===== config.mk =====
export PLATFORM = sky130hd
export DESIGN_NAME = epg_mul
export DESIGN_NICKNAME = d
export VERILOG_FILES = /design/src/hdl/epg_pkg.sv /design/src/hdl/epg_mul.sv
export SDC_FILE = /design/constraint.sdc
export NUM_CORES = 2
export LEC_CHECK = 0
export ABC_CLOCK_PERIOD_IN_PS = 12300
export BUFFER_PORTS_ARGS = -buffer_cell sky130_fd_sc_hd__buf_2
export CORE_UTILIZATION = 44
export DETAILED_ROUTE_END_ITERATION = 6
export HOLD_SLACK_MARGIN = 0.06
export PLACE_DENSITY = 0.62
export SLEW_MARGIN = 20
export SYNTH_ARGS = -nofsm -noshare
export SYNTH_HDL_FRONTEND = slang
export SYNTH_SLANG_ARGS = --single-unit

===== constraint.sdc =====
create_clock -name clk -period 12.3 [get_ports clk]
set_input_delay 0.615 -clock clk [delete_from_list [all_inputs] [get_ports clk]]
set_output_delay 0.615 -clock clk [all_outputs]
set_load 0.01 [all_outputs]

===== src/hdl/epg_pkg.sv =====
package epg_pkg;

	localparam int MAX_EDGES_DEF = 65536;
	localparam int TAYLOR_TERMS = 24;

	localparam logic [63:0] ONE62 = 64'h4000_0000_0000_0000;
	localparam logic [63:0] ONE32 = 64'h0000_0001_0000_0000;
	localparam logic [63:0] LN2_Q32 = 64'd2977044472;
	localparam logic [63:0] X_LIMIT = 64'd63 * LN2_Q32;
	localparam logic [63:0] INT64_MAX = 64'h7FFF_FFFF_FFFF_FFFF;
	localparam logic [63:0] INT64_MIN = 64'h8000_0000_0000_0000;
	localparam logic [63:0] ALL_ONES = 64'hFFFF_FFFF_FFFF_FFFF;
	localparam logic [16:0] W_ONE = 17'd65536;

	localparam logic [2:0] REG_DECAY = 3'd0;
	localparam logic [2:0] REG_AMP = 3'd1;
	localparam logic [2:0] REG_WEIGHT = 3'd2;
	localparam logic [2:0] REG_COUNT = 3'd3;

	localparam logic [31:0] DECAY_RST = 32'd65536;
	localparam logic [31:0] AMP_RST = 32'd65536;
	localparam logic [16:0] WEIGHT_RST = 17'd32768;
	localparam logic [16:0] COUNT_RST = 17'd0;

	// floor((2^64-1)/k) for the taylor divisors
	localparam logic [63:0] RECIP [32] = '{
		ALL_ONES,
		ALL_ONES / 64'd1, ALL_ONES / 64'd2, ALL_ONES / 64'd3, ALL_ONES / 64'd4,
		ALL_ONES / 64'd5, ALL_ONES / 64'd6, ALL_ONES / 64'd7, ALL_ONES / 64'd8,
		ALL_ONES / 64'd9, ALL_ONES / 64'd10, ALL_ONES / 64'd11, ALL_ONES / 64'd12,
		ALL_ONES / 64'd13, ALL_ONES / 64'd14, ALL_ONES / 64'd15, ALL_ONES / 64'd16,
		ALL_ONES / 64'd17, ALL_ONES / 64'd18, ALL_ONES / 64'd19, ALL_ONES / 64'd20,
		ALL_ONES / 64'd21, ALL_ONES / 64'd22, ALL_ONES / 64'd23, ALL_ONES / 64'd24,
		ALL_ONES, ALL_ONES, ALL_ONES, ALL_ONES, ALL_ONES, ALL_ONES, ALL_ONES
	};

	typedef struct packed {
		logic        func;
		logic        err;
		logic [16:0] idx;
		logic [31:0] len;
	} ent_t;

	typedef struct packed {
		logic valid;
		ent_t ent;
	} qhead_t;

	typedef struct packed {
		logic [31:0] kappa;
		logic [31:0] amp;
		logic [16:0] w;
	} cfg_t;

	typedef struct packed {
		logic        start;
		logic [63:0] a;
		logic [63:0] b;
	} mul_req_t;

	typedef struct packed {
		logic         done;
		logic [127:0] prod;
	} mul_rsp_t;

	typedef struct packed {
		logic        start;
		logic [63:0] num;
		logic [63:0] den;
	} div_req_t;

	typedef struct packed {
		logic        done;
		logic [63:0] quo;
	} div_rsp_t;

endpackage


===== src/hdl/epg_mul.sv =====
module epg_mul (
	input  logic              clk,
	input  logic              arst_n,
	input  epg_pkg::mul_req_t req,
	output epg_pkg::mul_rsp_t rsp
);
	logic [63:0]  a_q, b_q;
	logic [127:0] acc_q;
	logic [1:0]   cnt_q;
	logic         busy_q, done_q;
	logic [31:0]  pa, pb;
	logic [63:0]  part;
	logic [127:0] addend;

	always_comb begin
		case (cnt_q)
			2'd0: begin
				pa = a_q[31:0];
				pb = b_q[31:0];
				addend = 128'd0;
			end
			2'd1: begin
				pa = a_q[31:0];
				pb = b_q[63:32];
				addend = 128'd0;
			end
			2'd2: begin
				pa = a_q[63:32];
				pb = b_q[31:0];
				addend = 128'd0;
			end
			default: begin
				pa = a_q[63:32];
				pb = b_q[63:32];
				addend = 128'd0;
			end
		endcase
		part = 64'(pa) * 64'(pb);
		case (cnt_q)
			2'd0: addend = {64'd0, part};
			2'd1, 2'd2: addend = {32'd0, part, 32'd0};
			default: addend = {part, 64'd0};
		endcase
		rsp.done = done_q;
		rsp.prod = acc_q;
	end

	always_ff @(posedge clk or negedge arst_n) begin
		if (!arst_n) begin
			busy_q <= 1'b0;
			done_q <= 1'b0;
			cnt_q <= '0;
			acc_q <= '0;
			a_q <= '0;
			b_q <= '0;
		end else begin
			done_q <= 1'b0;
			if (req.start) begin
				a_q <= req.a;
				b_q <= req.b;
				acc_q <= '0;
				cnt_q <= '0;
				busy_q <= 1'b1;
			end else if (busy_q) begin
				acc_q <= acc_q + addend;
				cnt_q <= cnt_q + 1'b1;
				if (cnt_q == 2'd3) begin
					busy_q <= 1'b0;
					done_q <= 1'b1;
				end
			end
		end
	end

endmodule


## After elaboration in Yosys (flattened, before gate mapping)

Cells that the tools add are included.

| word-level totals | value |
|---|---|
| bits in registers | 260 |
| input port bits | 131 |

| operators by class | value |
|---|---|
| equal/unequal tests | 3 |
| multipliers | 1 |
| $add $sub $neg | 2 |
| multiplexer cells | 13 |
| reduce and logical (&&, ||, !) cells | 5 |

Operator list:

| cell | number |
|---|---|
| $mux W128 | 2 |
| $pmux W128 S2 | 1 |
| $add A128 B128 Y128 | 1 |
| $mul A32 B32 Y64 | 1 |
| $mux W32 | 2 |
| $mux W1 | 6 |
| $reduce_or A2 Y1 | 3 |
| $eq A2 B2 Y1 const B | 2 |
| $mux W2 | 2 |
| $add A2 B1 Y2 const B | 1 |
| $eq A2 B1 Y1 const B | 1 |
| $logic_not A2 Y1 | 1 |
| $reduce_bool A2 Y1 | 1 |

## Logic depth before layout (Yosys ltp)

| logic depth | value |
|---|---|
| depth in word-level cells | 8 |
| mapped depth | 50 |
| gate-level depth less buffers | 45 |

## Worst setup path before layout

No wires, ideal clock.

| timing | value |
|---|---|
| kind | register to register |
| start point | register cnt_q[0] |
| end point | register acc_q[127] |
| required time | 12.172 ns |
| data arrival time | 11.789 ns |
| clock period less this slack | 11.917 ns |
| buffers on the path | 5 |
| library setup time | 0.128 ns |
| path slack | 0.383 ns |
| stages on the path, launching flop included | 48 |
| cell sequence | dfrtp_1 > inv_1 > ha_1 > nor2_1 > clkbuf_1 > buf_1 > mux2i_1 > clkbuf_1 > nor2_1 > fa_1 > fa_1 > fa_1 > inv_1 > fa_1 > inv_1 > fa_1 > fa_1 > fa_1 > [12 not listed] > o41ai_1 > a221oi_1 > xnor2_1 > a31o_2 > ha_1 > clkbuf_1 > a21o_1 > a21o_1 > a21oi_1 > o21ai_0 > a31o_2 > a21oi_1 > o2bb2ai_1 > a41oi_1 > o21ai_0 > a211o_1 > a31oi_1 > mux2_1 |

| between the ends | value |
|---|---|
| cells in the longest elaborated chain, start to end | 8 |

Ends and longest elaborated chain:

| what | RTL line | source |
|---|---|---|
| from (decl) | epg_mul.sv:9 | `logic [1:0] cnt_q;` |
| from (signal assigned) | epg_mul.sv:66 | `cnt_q <= cnt_q + 1'b1;` |
| $eq A2 B1 Y1 (tied with other cells) | epg_mul.sv:16, epg_mul.sv:39 |  |
| $reduce_or A2 Y1 (no source line) | n/a |  |
| $mux W32 | epg_mul.sv:16 | `case (cnt_q)` |
| $mul A32 B32 Y64 | epg_mul.sv:38 | `part = 64'(pa) * 64'(pb);` |
| $pmux W128 S2 (*) | epg_mul.sv:39 | `case (cnt_q)` |
| $add A128 B128 Y128 (*) | epg_mul.sv:65 | `acc_q <= acc_q + addend;` |
| $mux W128 (*) | epg_mul.sv:64 | `end else if (busy_q) begin` |
| $mux W128 (*) | epg_mul.sv:58 | `if (req.start) begin` |
| to (signal assigned) | epg_mul.sv:65 |  |
| to (decl) | epg_mul.sv:8 | `logic [127:0] acc_q;` |

Every way passes the cells marked *; elsewhere a longest branch is shown, timed or not. The select of a mux whose other input is x is not followed.
A chain may end at the register's enable or synchronous reset.

## Final worst setup path

| timing | value |
|---|---|
| start point | register cnt_q[1] |
| end point | register acc_q[121] |

The elaborated chain is that of the path after synthesis.

==> summary.md <==
| Metric | Value |
|---|---|
| Post-Syn Instances | `between 5000 and 6000` |
| Clk slew on worst S/H paths | `~0.07 ns` |
| Layout cell share with drive strength beyond 1 | `20.09%` |
| Hold_sp | `req[45]` |
| Crit end category | `flip-flop` |
| NumNets Final | `7943` |
| Number of synthesized flops with an enable pin | `0` |
| Worst-Skew Late Latency | `0.65 ns` |
| Root Driver | `clkbuf_16` |
| Min Hold Slack | `about 0.22 ns` |
| Synth warn | `0` |
| Area fraction of the dominant cell type after synthesis | `between 30% and 40%` |
| Critical path origin | `cnt_q[1]` |
| Worst Max-Slew Pin Slew | `just over 1 ns` |
| Chip width | `between 300 and 400 um` |
| Synth Flop Type | `dfrtp_1` |
| Min-delay worst type | `input pin to flip-flop` |
| Largest family of logic cells by synthesized area | `adder cells` |
| Synthesized net count | `~7300` |
| CTS tree | `yes` |
| Setup-failing EPs final | `0` |
| # rows | `~130` |
| Most common cell in the netlist | `fa_1` |
| Drt wl/cell | `25.52 um` |
| H-tree Lvls | `2` |
| Port Buffers | `about 260` |
| RSZ-0062 raised after global routing | `yes` |
| RR Startpoint | `cnt_q[1]` |
| Worst slew margin | `31.15%` |
| First-pass GRT wire length | `between 300 and 400 mm` |
| Core area | `between 100000 and 150000 um2` |
| Delay-heaviest family, CP | `adder cells` |
| Seq. cell area | `6510 um2` |
| Routability cong. | `between 1 and 1.5` |
| Post-synthesis simple-gate area fraction | `14.61%` |
| Max Transition Viols Final | `0` |
| Tcrit/Tclk final | `a little over nine tenths` |
| Post-synthesis mux area share | `6.625%` |
| Number of library cell types mapped by synthesis | `88` |
| Register bit total from synthesis | `260` |
| Top Ports | `between 200 and 300` |
| Initial antenna violation count | `21` |
| Number of remaining DRC errors | `0` |
| Die span in y | `roughly 350 um` |
| Buf/Inv on CP | `13` |
| Multi-input logic area | `around 42000 um2` |
| Endpoints failing hold | `0` |
| Die area | `between 100000 and 150000 um2` |
| Run status | `finished clean` |
| Seq/Total Area, Yosys | `between 10% and 20%` |
| Post-route minimum period | `12.17 ns` |
| Mapped Avg Cell Area | `8.763 um2` |
| FILL cells | `around 11000` |
| CTS Sinks | `260` |
| Synth area leaders | `fa_1 35%, dfrtp_1 13%, ha_1 9.5%` |
| Drt first pass iters | `5` |
| Total Wirelength | `206.3 mm` |
| Xor and xnor fraction of the mapped netlist area | `3.109%` |
| Total gr overflow | `0` |
| Largest net degree at the start of global routing | `88` |
| Synth Cell Area | `51840 um2` |
| Number of global-route vias before repair | `46660` |
| Adder-Cell Fraction of Synth Area | `44.15%` |
| Fmax | `~82 MHz` |
| Max clock buf depth | `3` |
| Most frequent CP cell | `fa_1` |
| Via count | `46220` |
| Slowest CP cell | `fa_1` |
| Crit path kind | `flip-flop to flip-flop` |
| Initial Utilization | `44.49%` |
| HPWL Detailed | `around 170 mm` |
| CP Data Arrival Time | `about 13 ns` |
| DRT antenna net count | `0` |
| Post-synthesis compound-gate area fraction | `about a tenth` |
| Most frequent cells after synthesis | `897 x fa_1, 889 x inv_1, 828 x nor2_1, 688 x nand2_1, 394 x ha_1` |
| CP Launch Type | `flip-flop` |
| Ys async rst share | `100.0%` |
| Gr usage total | `about 34%` |
| Crit path largest cell delay | `about 0.57 ns` |
| Required @ worst endpoint | `approximately 13 ns` |
| P&R area growth vs syn | `18.62%` |
| Clk_skew | `0.04075 ns` |
| DR iter-0 viols | `4102` |
| CP max FO | `11` |
| Vias per cell | `roughly 5.7` |
| Area leader, netlist | `fa_1` |
| Max cap viols | `0` |
| TritonCTS buffer count | `36` |
layout by cell type (no fill, tap or decap), types with 180 or more instances in the layout:
cell type  netlist  routed
o21ai_0        208     189
nor2_1         828     821
ha_1           394     387
nand2_1        688     686
mux2_2         192     180
buf_4            6     552
inv_1          889     889
a21oi_1        258     243
buf_2           19     257
dfrtp_1        260     259
fa_1           897     886
cell families (layout without fill, tap and decap cells):
family / Yosys count / count (layout)
AO/OA/AOI/OAI: 846 / 846
XOR/XNOR: 184 / 184
adder cells (fa/ha/maj): 1291 / 1291
buffers and inverters: 1195 / 1823
flip-flops: 260 / 260
multiplexers: 319 / 322
other: 0 / 10
AND/OR/NAND/NOR: 1821 / 1821
repair_timing:
action,4_1_cts,5_1_grt
cloned,0,11
pin swaps,1,38
hold buffers,1,0
setup buffers,0,37
endpoints found under the hold margin,59,0
endpoints found under the setup margin,11,66
resized for setup,13,164
registers in the layout, summed over array words and instances (netlist names):
name,count
busy_q,1
cnt_q,2
a_q,64
acc_q,128
done_q,1
b_q,64
per-stage QoR:
stage | area [um2] | std cells | util (%) | TNS (ns) | setup WS (ns)
final | 61490 | 8081 | 52.78 | 0 | 0.1337
after global routing | 61480 | 8075 | 52.76 | -3.327 | -0.3661
after CTS | 60110 | 8023 | 51.59 | 0 | 0.01906
after detailed placement | 58780 | 7958 | 50.45 | -0.4885 | -0.2270
after global placement | 58780 | 7958 | 50.45 | -0.3672 | -0.1906
after floorplan | 51840 | 5916 | - | 0 | 0.3834
worst paths after layout:
path                            slack [ns]          to  cells after the start
worst max register to register        0.13  acc_q[121]                     49
worst max-delay path                  0.13  acc_q[121]                     49
min in group asynchronous             0.59   acc_q[53]                      2
max in group asynchronous             9.46     a_q[15]                      4
worst min-delay path                  0.22     b_q[45]                      2
worst min register to register        0.52  acc_q[116]                      2
per-layer routing:
metal	wire length (um)	part of all wire [%]	vias up	global-route usage [%]
met5	153	0.074	-	0
met4	9348	4.5	26	12.15
met3	20550	10	453	6.965
met2	90070	44	2164	51.92
met1	86140	42	23520	47.19
li1	-	-	20060	-
cell type report:
cell class / count / share of cell area, %
antenna: 10 / 0.04069
clock buffer: 46 / 1.640
clock inverter: 18 / 0.4069
inverter: 891 / 5.439
multi-input combinational: 4464 / 68.06
sequential: 260 / 10.59
tap: 1524 / 3.101
timing repair buffer: 868 / 10.72
Power is left out: the tool's default activity adds up to more than one toggle a clock period on the data nets, which glitch-free logic cannot reach.
