## config.mk

```make
export PLATFORM = sky130hd
export DESIGN_NAME = epg_front_flat
export DESIGN_NICKNAME = d
export VERILOG_FILES = /design/src/hdl/epg_pkg.sv /design/src/hdl/epg_ifs.sv /design/src/hdl/epg_front.sv /design/src/flat_wrapper.sv
export SDC_FILE = /design/constraint.sdc
export NUM_CORES = 1
export LEC_CHECK = 0
export CORE_ASPECT_RATIO = 0.5
export CORE_MARGIN = 10
export CORE_UTILIZATION = 30
export DETAILED_ROUTE_END_ITERATION = 6
export DONT_BUFFER_PORTS = 1
export SLEW_MARGIN = 20
export SYNTH_ARGS = -nofsm -noshare
export SYNTH_HDL_FRONTEND = slang
export SYNTH_SLANG_ARGS = --single-unit
```

## constraint.sdc

```tcl
create_clock -name clk -period 3.2 [get_ports clk]
set_input_delay 0.32 -clock clk [delete_from_list [all_inputs] [get_ports clk]]
set_output_delay 0.32 -clock clk [all_outputs]
set_load 0.01 [all_outputs]
```

## src/hdl/epg_pkg.sv

```systemverilog
package epg_pkg;

	localparam int MAX_EDGES_DEF = 65536;
	localparam int TAYLOR_TERMS = 24;

	localparam logic [63:0] ONE62 = 64'h4000_0000_0000_0000;
	localparam logic [63:0] ONE32 = 64'h0000_0001_0000_0000;
	localparam logic [63:0] LN2_Q32 = 64'd2977044472;
	localparam logic [63:0] X_LIMIT = 64'd63 * LN2_Q32;
	localparam logic [63:0] INT64_MAX = 64'h7FFF_FFFF_FFFF_FFFF;
	localparam logic [63:0] INT64_MIN = 64'h8000_0000_0000_0000;
	localparam logic [63:0] ALL_ONES = 64'hFFFF_FFFF_FFFF_FFFF;
	localparam logic [16:0] W_ONE = 17'd65536;

	localparam logic [2:0] REG_DECAY = 3'd0;
	localparam logic [2:0] REG_AMP = 3'd1;
	localparam logic [2:0] REG_WEIGHT = 3'd2;
	localparam logic [2:0] REG_COUNT = 3'd3;

	localparam logic [31:0] DECAY_RST = 32'd65536;
	localparam logic [31:0] AMP_RST = 32'd65536;
	localparam logic [16:0] WEIGHT_RST = 17'd32768;
	localparam logic [16:0] COUNT_RST = 17'd0;

	// floor((2^64-1)/k) for the taylor divisors
	localparam logic [63:0] RECIP [32] = '{
		ALL_ONES,
		ALL_ONES / 64'd1, ALL_ONES / 64'd2, ALL_ONES / 64'd3, ALL_ONES / 64'd4,
		ALL_ONES / 64'd5, ALL_ONES / 64'd6, ALL_ONES / 64'd7, ALL_ONES / 64'd8,
		ALL_ONES / 64'd9, ALL_ONES / 64'd10, ALL_ONES / 64'd11, ALL_ONES / 64'd12,
		ALL_ONES / 64'd13, ALL_ONES / 64'd14, ALL_ONES / 64'd15, ALL_ONES / 64'd16,
		ALL_ONES / 64'd17, ALL_ONES / 64'd18, ALL_ONES / 64'd19, ALL_ONES / 64'd20,
		ALL_ONES / 64'd21, ALL_ONES / 64'd22, ALL_ONES / 64'd23, ALL_ONES / 64'd24,
		ALL_ONES, ALL_ONES, ALL_ONES, ALL_ONES, ALL_ONES, ALL_ONES, ALL_ONES
	};

	typedef struct packed {
		logic        func;
		logic        err;
		logic [16:0] idx;
		logic [31:0] len;
	} ent_t;

	typedef struct packed {
		logic valid;
		ent_t ent;
	} qhead_t;

	typedef struct packed {
		logic [31:0] kappa;
		logic [31:0] amp;
		logic [16:0] w;
	} cfg_t;

	typedef struct packed {
		logic        start;
		logic [63:0] a;
		logic [63:0] b;
	} mul_req_t;

	typedef struct packed {
		logic         done;
		logic [127:0] prod;
	} mul_rsp_t;

	typedef struct packed {
		logic        start;
		logic [63:0] num;
		logic [63:0] den;
	} div_req_t;

	typedef struct packed {
		logic        done;
		logic [63:0] quo;
	} div_rsp_t;

endpackage

```

## src/hdl/epg_ifs.sv

```systemverilog
interface epg_item_if;
	logic        valid;
	logic        ready;
	logic        func;
	logic [16:0] edge_index;
	logic [31:0] edge_length;
	modport source(output valid, func, edge_index, edge_length, input ready);
	modport sink(input valid, func, edge_index, edge_length, output ready);
endinterface


```

## src/hdl/epg_front.sv

```systemverilog
module epg_front #(
	parameter int MAX_EDGES = epg_pkg::MAX_EDGES_DEF
) (
	input  logic            clk,
	input  logic            arst_n,
	epg_item_if.sink        item,
	input  logic [16:0]     edge_count,
	output epg_pkg::qhead_t head,
	input  logic            pop
);
	localparam int QDEPTH = 2;
	localparam int PW = $clog2(QDEPTH);
	localparam logic [16:0] MAX_E = 17'(MAX_EDGES);

	epg_pkg::ent_t fifo_q [QDEPTH];
	logic [PW-1:0] wp_q, rp_q;
	logic [PW:0]   cnt_q;
	logic [16:0]   bound;
	logic          push;
	epg_pkg::ent_t ent_in;

	always_comb begin
		bound = (edge_count < MAX_E) ? edge_count : MAX_E;
		ent_in.func = item.func;
		ent_in.idx = item.edge_index;
		ent_in.len = item.edge_length;
		ent_in.err = (item.edge_index == 17'd0) || (item.edge_index > bound);
		item.ready = (cnt_q != (PW+1)'(QDEPTH));
		push = item.valid && item.ready;
		head.valid = (cnt_q != '0);
		head.ent = fifo_q[rp_q];
	end

	always_ff @(posedge clk) begin
		if (push) begin
			fifo_q[wp_q] <= ent_in;
		end
	end

	always_ff @(posedge clk or negedge arst_n) begin
		if (!arst_n) begin
			wp_q <= '0;
			rp_q <= '0;
			cnt_q <= '0;
		end else begin
			if (push) begin
				wp_q <= wp_q + 1'b1;
			end
			if (pop) begin
				rp_q <= rp_q + 1'b1;
			end
			if (push && !pop) begin
				cnt_q <= cnt_q + 1'b1;
			end else if (pop && !push) begin
				cnt_q <= cnt_q - 1'b1;
			end
		end
	end

endmodule

```

## src/flat_wrapper.sv

```systemverilog
// flat-port wrapper written by rule: the top's interface ports become plain ports
module epg_front_flat 
#(
	parameter int MAX_EDGES = epg_pkg::MAX_EDGES_DEF
)
  (clk, arst_n, edge_count, head, pop, item_valid, item_func, item_edge_index, item_edge_length, item_ready);
  epg_item_if item_i ();
  input  logic clk;
  input  logic arst_n;
  input  logic [16:0] edge_count;
  output epg_pkg::qhead_t head;
  input  logic pop;
  input wire logic [$bits(item_i.valid)-1:0] item_valid;
  input wire logic [$bits(item_i.func)-1:0] item_func;
  input wire logic [$bits(item_i.edge_index)-1:0] item_edge_index;
  input wire logic [$bits(item_i.edge_length)-1:0] item_edge_length;
  output wire logic [$bits(item_i.ready)-1:0] item_ready;
  assign item_i.valid = item_valid;
  assign item_i.func = item_func;
  assign item_i.edge_index = item_edge_index;
  assign item_i.edge_length = item_edge_length;
  assign item_ready = item_i.ready;
  epg_front #(.MAX_EDGES(MAX_EDGES)) u_core (.clk(clk), .arst_n(arst_n), .item(item_i), .edge_count(edge_count), .head(head), .pop(pop));
endmodule
```

; Word level (Yosys, flattened, before mapping)
; Memory sizes are Yosys's and may differ from the RTL's.
; Index checks and enable logic that the tools add are counted.
[word_totals]
wordCells = 25
ram_bits = 102
reg_bits = 4
n_memories = 1
[classes]
n_reduce_logical = 9
order_cmp = 2
addsub = 4
n_eq_ne = 1
mux = 5
[memory_table]
columns = memory, words, word_bits, read_ports, rd_clocked_by_memory_dff, write_ports, line_no
row1 = u_core.fifo_q, 2, 51, 1, 0, 1, epg_front.sv:15  ; epg_pkg::ent_t fifo_q [QDEPTH];
[ops]
columns = operator, n
row1 = $gt A17 B17 Y1, 1
row2 = $logic_not A17 Y1, 1
row3 = $lt A17 B17 Y1 const B, 1
row4 = $mux W17, 1
row5 = $mux W2, 2
row6 = $reduce_bool A2 Y1, 2
row7 = $logic_and A1 B1 Y1, 3
row8 = $add A1 B1 Y1 const B, 2
row9 = $add A2 B1 Y2 const B, 1
row10 = $logic_not A1 Y1, 2
row11 = $mux W1, 2
row12 = $ne A2 B2 Y1 const B, 1
row13 = $sub A2 B1 Y2 const B, 1
row14 = $logic_or A1 B1 Y1, 1

; Logic depth before layout (Yosys ltp)
; Gate-level depths: netlist (run 1).
[logic_depth]
word_depth = 6
mapped_depth = 9
mapped_depth_nobuf = 8

; Worst setup path before layout (run 1)
; No wires, ideal clock.
[synth_path]
path_kind = reg-to-reg
start = reg u_core.cnt_q[0]
end = mem u_core.fifo_q[0][0] in the netlist's numbering (enable)
n_path_buf = 0
path_stages_with_launch = 4
path_slack_ns = -0.098
required_time_ns = 2.740
setup_ns = 0.460
arrival_ns = 2.838
cell_sequence = dfrtp_1 nand2b_1 nand2_1 nor2_1
[synth_via]
elab_chain_cells = 4
[synth_lines]
columns = item, line_no
row1 = start: declaration, epg_front.sv:17  ; logic [PW:0] cnt_q;
row2 = start signal: assignment, epg_front.sv:53  ; cnt_q <= cnt_q + 1'b1;
row3 = start signal: assignment, epg_front.sv:55  ; cnt_q <= cnt_q - 1'b1;
row4 = $ne A2 B2 Y1, epg_front.sv:28  ; item.ready = (cnt_q != (PW+1)'(QDEPTH));
row5 = via item_ready, flat_wrapper.sv:17  ; output wire logic [$bits(item_i.ready)-1:0] item_ready;
row6 = $logic_and A1 B1 Y1, epg_front.sv:29  ; push = item.valid && item.ready;
row7 = $mux W1, epg_front.sv:35  ; if (push) begin
row8 = $mux W1 (not written as such), epg_front.sv:36  ; fifo_q[wp_q] <= ent_in;
row9 = end: declaration, epg_front.sv:15
; The timed path passes the listed nets, and every way through them passes these cells.

==> metrics.csv, run 1 <==
metric;value;unit
hold_class;in -> reg;
grt_pass1_wl;14.29;mm
synth_mux_area_frac;0.1318;
synth_area_leaders;edfxtp_1 (70%), mux2_2 (13%), ha_1 (5.2%);
path_max_fanout;52;
final_util;0.3450;
setup_slack;1.171;ns
setup.worst_path.start_class;register;
hold_ws;0.07276;ns
clk_path_buf_depth;2;
synth_top_family_by_area;multiplexers;
clk_latency;0.33;ns
p_leak;1.677;nW
die_h;105.2;µm
cts_setup_buffers;0;
synth_fp_nets;336;
gp_congestion;0.7028;
arrival;1.71;ns
powerDensity;858.9;nW/µm²
ctsHoldBuffers;1;
period_share;0.6341;
hold_path_depth;0;
yosys_warnings;0;
stdcell_area;4951;µm²
viasPerCell;4.519;
cts.sinks;106;
fmax;492.8;MHz
yosys.area_share.adder;0.05168;
tritoncts;done;
final_cell_mix;edfxtp_1 (102), mux2_2 (51), nand2_1 (20);
netlist_area;4358;µm²
grt_max_degree;53;
ys_types;26;
worstMarginPinSlew;0.7157;ns
r2r_cells;4;
place_ws;1.018;ns
yosysTopAreaCell;edfxtp_1;
fin_nets;343;
crit_required;2.88;ns
place_inst;440;
power;4.252;mW
dr_total_vias;2065;
root_buffer;clkbuf_16;
stdcell_count;457;
io_buffers;0;
vdd_drop_max;0.3266;mV
clk_pin_slew;0.07;ns
maxCapViolCount;0;
crit_cells;1;
cts_max_level;3;
synth_area_per_cell;17.64;µm²
relSlewSlack;0.5229;
critPathMaxStageDelay;0.90;ns
worstPathCellList;mux2_2;
synth_top_cell_area_share;0.7028;
fin_setup_tns;0;ns
wl_per_cell;20.77;µm
slew_violations;0;
path_class;reg -> out;
grt-ovfl-total;0;
start_util;0.3037;
antenna_found_initial;0;
dieArea;20040;µm²
dr.pass1.iters;4;
diodes;0;
core;14350;µm²
ios;124;
crit_slowest_cell;dfrtp_4;
synth-seq-cells;106;
synth-simple-area-share;0.04680;
drive_above_1_share;0.2934;
track_usage;0.09404;
ys_seq_area_frac;0.7258;
ant_nets;0;
clock_skew;0.008499;ns
hold_viol;0;
critPathTopFamily;flip-flops;
status;finished clean;
synth_xor_xnor_area_share;0.01005;
synth-compound-area-share;0.02125;
dp_hpwl;7.005;mm
rows;31;
grt_pass1_vias;2238;
drtIter0Drc;137;
die_x;190.5;µm
timing.critical_path.buf_inv;0;
final_common_cell;edfxtp_1;
syn-instance-count;247;
drcViolationCount;0;
cts_made_buffers;9;
cp-end-kind;output pin;
syn_to_final_growth;13.61;%
placed_cell_area;4611;µm²
rsz0062_at_grt;no;
drt_wl_total;9.491;mm
finalSetupViolations;0;
min_period;2.029;ns
ctsResizeCount;0;
worst paths after layout:
kind,startpoint,slack [ns],endpoint
min in group asynchronous,arst_n,0.25,u_core.cnt_q[1]
hold / removal,item_edge_length[16],0.07,u_core.fifo_q[1][16]
hold reg to reg,u_core.cnt_q[1],0.49,u_core.cnt_q[1]
max in group asynchronous,arst_n,2.74,u_core.rp_q
setup / recovery,u_core.rp_q,1.17,head[17]
setup reg to reg,u_core.cnt_q[0],1.23,u_core.fifo_q[0][42]
cells in the mapped netlist (all sizes together):
cell type	number
edfxtp	102
mux2	51
nand2	20
ha	18
a21oi	8
buf	6
inv	6
nand4	5
nor4	5
dfrtp	4
a21o	3
nor2	3
o21ai	3
xor2	3
xnor2	2
a22oi	1
and3	1
clkbuf	1
nand2b	1
nor2b	1
nor3	1
o211ai	1
or2	1
sequential cells by signal, indices dropped and copies added, names as in the netlist:
register,count
u_core.rp_q,1
u_core.fifo_q,102
u_core.wp_q,1
u_core.cnt_q,2
kinds of logic after synthesis:
kind of cell / Yosys count
muxes: 51
xor gates and xnor gates: 5
adders and majority gates: 18
and+or+nand+nor: 38
buffers and inverters: 13
DFF: 106
AOI/OAI and AO/OA: 16
layer usage:
metal	GRT usage	vias to the layer above	share of wire
met1	0.08664	1049	0.35
met4	0.02235	0	0.0080
met2	0.1791	46	0.57
li1	-	964	-
met3	0.04934	6	0.076
met5	0	-	0
final cells by class:
cell class	instances	area (µm²)
well taps	198	247.7
fillers	1362	9400
repair buffers	3	37.54
inverters	6	22.52
multi-input cells	128	1149
flip-flops and latches	106	3167
clock buffers	11	242.7
clock inverters	5	85.08
power breakdown:
group          leakage [nW]  internal [mW]  switching, mW  total [mW]
Combinational         0.522          0.410          0.558       0.968
Clock                 0.162          0.714          0.459        1.17
Sequential            0.993           1.90          0.209        2.11
(Power assumes the default switching activity.)
==> run 2, diff against run 1 <==
Clock period 3.2 ns to 1.98 ns, I/O delays scaled along.
==> metrics.csv, run 2 (synthesized netlist as in run 1, its figures left out) <==
metric;value;unit;change
start_util;0.3037;;unchanged
relSlewSlack;0.7632;;was 0.5229
cp-end-kind;output pin;;unchanged
cts.sinks;106;;unchanged
final_cell_mix;edfxtp_1 (102), dlygate4sd3_1 (52), mux2_2 (51);;was edfxtp_1 (102), mux2_2 (51), nand2_1 (20)
slew_violations;0;;unchanged
root_buffer;clkbuf_16;;unchanged
path_class;reg -> out;;unchanged
largest_registers;u_core.fifo_q (102), u_core.cnt_q (2);;unchanged
core;14350;µm²;unchanged
fin_nets;398;;was 343
hold_class;in -> reg;;unchanged
min_period;1.659;ns;
maxCapViolCount;0;;unchanged
clk_latency;0.34;ns;was 0.33 ns
p_leak;1.905;nW;was 1.677 nW
grt_pass1_vias;2492;;was 2238
setup.worst_path.start_class;register;;unchanged
cts_made_buffers;9;;unchanged
drcViolationCount;0;;unchanged
worstMarginPinSlew;0.3551;ns;was 0.7157 ns
seq_area;3164;µm²;was 3167 µm²
critPathMaxStageDelay;0.43;ns;was 0.90 ns
diodes;0;;unchanged
dr.pass1.iters;4;;unchanged
finalSetupViolations;0;;unchanged
drt_wl_total;10.11;mm;was 9.491 mm
drtIter0Drc;73;;was 137
period_share;0.8377;;
status;finished clean;;unchanged
vdd_drop_max;0.5037;mV;was 0.3266 mV
io_buffers;0;;unchanged
stdcell_count;511;;was 457
wl_per_cell;19.78;µm;was 20.77 µm
clk_pin_slew;0.07;ns;about the same
top_register;u_core.fifo_q;;unchanged
fillers;1327;;was 1362
fin_setup_tns;0;ns;unchanged
path_max_fanout;26;;was 52
crit_required;1.78;ns;was 2.88 ns
worstPathCellList;buf_4 -> mux2_2;;was mux2_2
powerDensity;1273;nW/µm²;was 858.9 nW/µm²
crit_slowest_cell;mux2_2;;was dfrtp_4
drive_above_1_share;0.2524;;was 0.2934
critPathTopFamily;multiplexers;;was flip-flops
timing.critical_path.buf_inv;1;;was 0
tritoncts;done;;unchanged
hold_ws;0.1196;ns;was 0.07276 ns
clk_path_buf_depth;2;;unchanged
viasPerCell;4.462;;was 4.519
dr_total_vias;2280;;was 2065
setup_slack;0.3213;ns;was 1.171 ns
die_x;190.5;µm;unchanged
rsz0062_at_grt;no;;unchanged
place_ws;0.1454;ns;was 1.018 ns
track_usage;0.1012;;was 0.09404
clock_skew;0.008036;ns;was 0.008499 ns
ff2ff_setup_slack;0.33;ns;was 1.23 ns
multi_input_area;1149;µm²;unchanged
die_h;105.2;µm;unchanged
rows;31;;unchanged
antenna_found_initial;0;;unchanged
fmax;602.9;MHz;
ant_nets;0;;unchanged
ctsResizeCount;0;;unchanged
place_inst;444;;was 440
syn_to_final_growth;25.93;%;was 13.61%
grt_pass1_wl;15.37;mm;was 14.29 mm
final_common_cell;edfxtp_1;;unchanged
arrival;1.46;ns;was 1.71 ns
ios;124;;unchanged
dieArea;20040;µm²;unchanged
largest_register_ffs;102;;unchanged
grt-ovfl-total;0;;unchanged
hold_viol;0;;unchanged
dp_hpwl;7.187;mm;was 7.005 mm
gp_congestion;0.7770;;was 0.7028
cts_max_level;3;;unchanged
grt_max_degree;52;;was 53
==> run 2: changes by cell type in the layout (fill, tap and decap cells not counted), sizes merged <==
| cell | delta |
|---|---|
| dlygate4sd3 | +51 |
| buf | +4 |
| clkbuf | -2 |
| clkinv | +1 |
==> run 2: path summary, 6_finish.rpt <==
path / startpoint / to / depth (start not counted)
max: u_core.rp_q / head[41] / 2
min: item_valid / u_core.wp_q / 2
max reg2reg: u_core.cnt_q[0] / u_core.cnt_q[1] / 7
min reg2reg: u_core.cnt_q[1] / u_core.cnt_q[1] / 1
max in group asynchronous: arst_n / u_core.rp_q / 1
min in group asynchronous: arst_n / u_core.cnt_q[1] / 1
==> run 2: layout make-up <==
type	instances	area share
clock inverters	6	0.01619
well taps	198	0.04514
flip-flops and latches	106	0.5766
multi-input cells	128	0.2093
repair buffers	58	0.1076
clock buffers	9	0.04104
inverters	6	0.004104
==> run 2: power by group <==
part           total (mW)  switching, mW  leakage (nW)  internal [mW]
Sequential           3.21          0.138         0.993           3.07
Combinational        1.92           1.14         0.757          0.777
Clock                1.86          0.755         0.155           1.11
==> run 2: what timing repair did <==
| action | CTS | global route |
|---|---|---|
| hold buffers | 52 | 0 |
| hold endpoints to repair | 105 | 0 |
| buffers inserted | 0 | 0 |
==> run 2: stage by stage <==
step / total power, mW / utilization / area (µm²)
5_1_grt: 7.327 / 0.3824 / 5488
4_1_cts: 7.125 / 0.3824 / 5488
3_5_place_dp: 5.135 / 0.3242 / 4653
6_report: 6.986 / 0.3824 / 5488
3_3_place_gp: 5.066 / 0.3242 / 4653
2_1_floorplan: 4.644 / - / 4367
==> run 2: per-layer routing <==
layer / global-route usage / share of wire
met5: 0 / 0
met4: 0.02346 / 0.012
met3: 0.04276 / 0.059
met2: 0.1961 / 0.57
met1: 0.09714 / 0.36
==> run 3, diff against run 2 <==
Settings changed: ABC_AREA set to 1.
Clock period 1.98 ns to 1.39 ns, I/O delays scaled along.
==> metrics.csv, run 3 <==
metric;value;unit;change
seq_area;3167;µm²;was 3164 µm²
syn-instance-count;276;;was 247
diodes;0;;unchanged
placed_cell_area;5159;µm²;was 4653 µm²
viasPerCell;4.350;;was 4.462
stdcell_area;6151;µm²;was 5488 µm²
synth_commonest_cells;edfxtp_1 (102), mux2_4 (49), nand2_1 (39), ha_1 (18), nor2_1 (15);;was edfxtp_1 (102), mux2_2 (51), nand2_1 (20), ha_1 (18), a21oi_1 (8)
multi_input_area;1493;µm²;was 1149 µm²
yosys_most_used_dff;edfxtp_1;;unchanged
core;15370;µm²;was 14350 µm²
clock_skew;0.005215;ns;was 0.008036 ns
final_cell_mix;edfxtp_1 (102), dlygate4sd3_1 (52), mux2_4 (51);;was edfxtp_1 (102), dlygate4sd3_1 (52), mux2_2 (51)
die_x;197.0;µm;was 190.5 µm
clk_pin_slew;0.07;ns;about the same
rsz0062_at_grt;yes;;was no
min_period;1.554;ns;
relSlewSlack;0.8236;;was 0.7632
status;finished, violations left;;was finished clean
grt-ovfl-total;0;;unchanged
r2r_cells;4;;was 7
cts_max_level;3;;unchanged
antenna_found_initial;0;;unchanged
finalSetupViolations;51;;was 0
clk_latency;0.33;ns;was 0.34 ns
slew_violations;0;;unchanged
r2r-end;u_core.fifo_q[1][27];;was u_core.cnt_q[1]
synth_top_cell_area_share;0.6521;;was 0.7028
ios;124;;unchanged
drive_above_1_share;0.3296;;was 0.2524
crit_required;1.25;ns;was 1.78 ns
ys_seq_area_frac;0.6734;;was 0.7258
yosysTopAreaCell;edfxtp_1;;unchanged
drcViolationCount;0;;unchanged
ff2ff_setup_slack;0.07;ns;was 0.33 ns
timing.critical_path.buf_inv;1;;unchanged
clk_path_buf_depth;2;;unchanged
grt_pass1_vias;2662;;was 2492
wl_per_cell;18.53;µm;was 19.78 µm
maxCapViolCount;0;;unchanged
p_leak;2.345;nW;was 1.905 nW
rows;32;;was 31
fillers;1437;;was 1327
worstMarginPinSlew;0.2622;ns;was 0.3551 ns
powerDensity;1848;nW/µm²;was 1273 nW/µm²
start_util;0.3055;;was 0.3037
synth_edf_count;102;;unchanged
cts.sinks;106;;unchanged
crit_slowest_cell;dfrtp_4;;was mux2_2
cts_made_buffers;9;;unchanged
drt_wl_total;10.47;mm;was 10.11 mm
yosys_warnings;0;;unchanged
dp_hpwl;7.581;mm;was 7.187 mm
violations;negative setup slack;;
tritoncts;done;;unchanged
r2r-start;u_core.cnt_q[1];;was u_core.cnt_q[0]
vdd_drop_max;0.7666;mV;was 0.5037 mV
root_buffer;clkbuf_16;;unchanged
ys_types;26;;unchanged
hold_ws;0.07711;ns;was 0.1196 ns
yosysMostFrequentCell;edfxtp_1;;unchanged
track_usage;0.09433;;was 0.1012
path_max_fanout;15;;was 26
hold_viol;0;;unchanged
setup.worst_path.start_class;register;;unchanged
path_class;reg -> out;;unchanged
dr.pass1.iters;4;;unchanged
gp_congestion;0.6910;;was 0.7770
drtIter0Drc;138;;was 73
hold_class;in -> async;;was in -> reg
cp-end-kind;output pin;;unchanged
netlist_area;4697;µm²;was 4358 µm²
largest_registers;u_core.fifo_q (102), u_core.cnt_q (2);;unchanged
synth-seq-cells;106;;unchanged
top_register;u_core.fifo_q;;unchanged
critPathTopFamily;flip-flops;;was multiplexers
ant_nets;0;;unchanged
die_h;108.5;µm;was 105.2 µm
synth_area_per_cell;17.02;µm²;was 17.64 µm²
grt_pass1_wl;15.49;mm;was 15.37 mm
synth_area_leaders;edfxtp_1 (65%), mux2_4 (16%), ha_1 (4.8%);;was edfxtp_1 (70%), mux2_2 (13%), ha_1 (5.2%)
final_common_cell;edfxtp_1;;unchanged
io_buffers;0;;unchanged
syn_to_final_growth;30.95;%;was 25.93%
grt_max_degree;28;;was 52
dieArea;21370;µm²;was 20040 µm²
period_share;1.118;;
arrival;1.41;ns;was 1.46 ns
dr_total_vias;2458;;was 2280
worstPathCellList;buf_12 -> mux2_4;;was buf_4 -> mux2_2
synth_async_sr_flop_share;0.03774;;unchanged
synth_fp_nets;365;;was 336
fin_nets;445;;was 398
cp-startpoint;u_core.rp_q;;unchanged
setup_slack;-0.1635;ns;was 0.3213 ns
crit_cells;2;;unchanged
largest_register_ffs;102;;unchanged
critPathMaxStageDelay;0.54;ns;was 0.43 ns
fmax;643.7;MHz;
[run 3: power breakdown]
part           internal (mW)  total [mW]  switching [mW]
Sequential              4.36        4.59           0.231
Combinational           2.05        4.04            1.99
Clock                   1.61        2.73            1.13
[run 3: through the flow]
step	power, mW	utilization	instances	setup TNS [ns]	setup slack [ns]
after floorplan	7.505	-	276	-37.57	-0.3814
after global placement	8.312	0.3355	489	-0.2780	-0.1390
after detailed placement	8.368	0.3355	489	-0.3029	-0.1514
after CTS	11.39	0.3941	560	-7.964	-0.1703
after global routing	11.90	0.4001	565	-9.664	-0.2024
final	11.37	0.4001	565	-7.578	-0.1635
[run 3: layout make-up]
type	instances	share of cell area
flip-flops and latches	106	0.5148
multi-input cells	149	0.2427
repair buffers	76	0.1389
well taps	204	0.04150
clock buffers	10	0.03723
clock inverters	6	0.01566
inverters	14	0.009154
[run 3: layer usage]
metal	share of wire	GRT usage	wire length [µm]	vias to the layer above
li1	-	-	-	1167
met1	0.41	0.1035	4279	1243
met2	0.54	0.1766	5697	41
met3	0.039	0.02760	411	7
met4	0.0076	0.02454	80	0
met5	0	0	0	-
[run 3: timing repair]
item                       CTS  global route
setup endpoints to repair   52           103
cloned                       0             2
hold buffers                52             0
setup buffers                3             4
pin swaps                    1             3
gates resized for setup      3             6
hold endpoints to repair   105             0
[run 3: cells by family (layout without fill, tap and decap cells)]
family / Yosys count / after routing / share of synthesized area
and+or+nand+nor: 69 / 69 / 0.06526
AOI/OAI and AO/OA: 8 / 8 / 0.01039
buffers and inverters: 21 / 106 / 0.03596
DFF: 106 / 106 / 0.6734
adders and majority gates: 18 / 18 / 0.04795
xor gates and xnor gates: 3 / 3 / 0.005595
muxes: 51 / 51 / 0.1614
[run 3: how the worst max path moves through the flow]
stage | slack, ns | to
after floorplan | -0.38 | u_core.fifo_q[1][0]
after global placement | -0.14 | u_core.fifo_q[0][49]
after detailed placement | -0.15 | u_core.fifo_q[1][49]
after CTS | -0.17 | head[49]
after global routing | -0.20 | head[22]
final | -0.16 | head[22]
[run 3: worst register-to-register path, stage by stage, from the launching register on]
cell	delay [ns]
dfrtp_1	0.41
nand2_4	0.09
nand2_4	0.07
nor2_4	0.22
buf_12	0.22
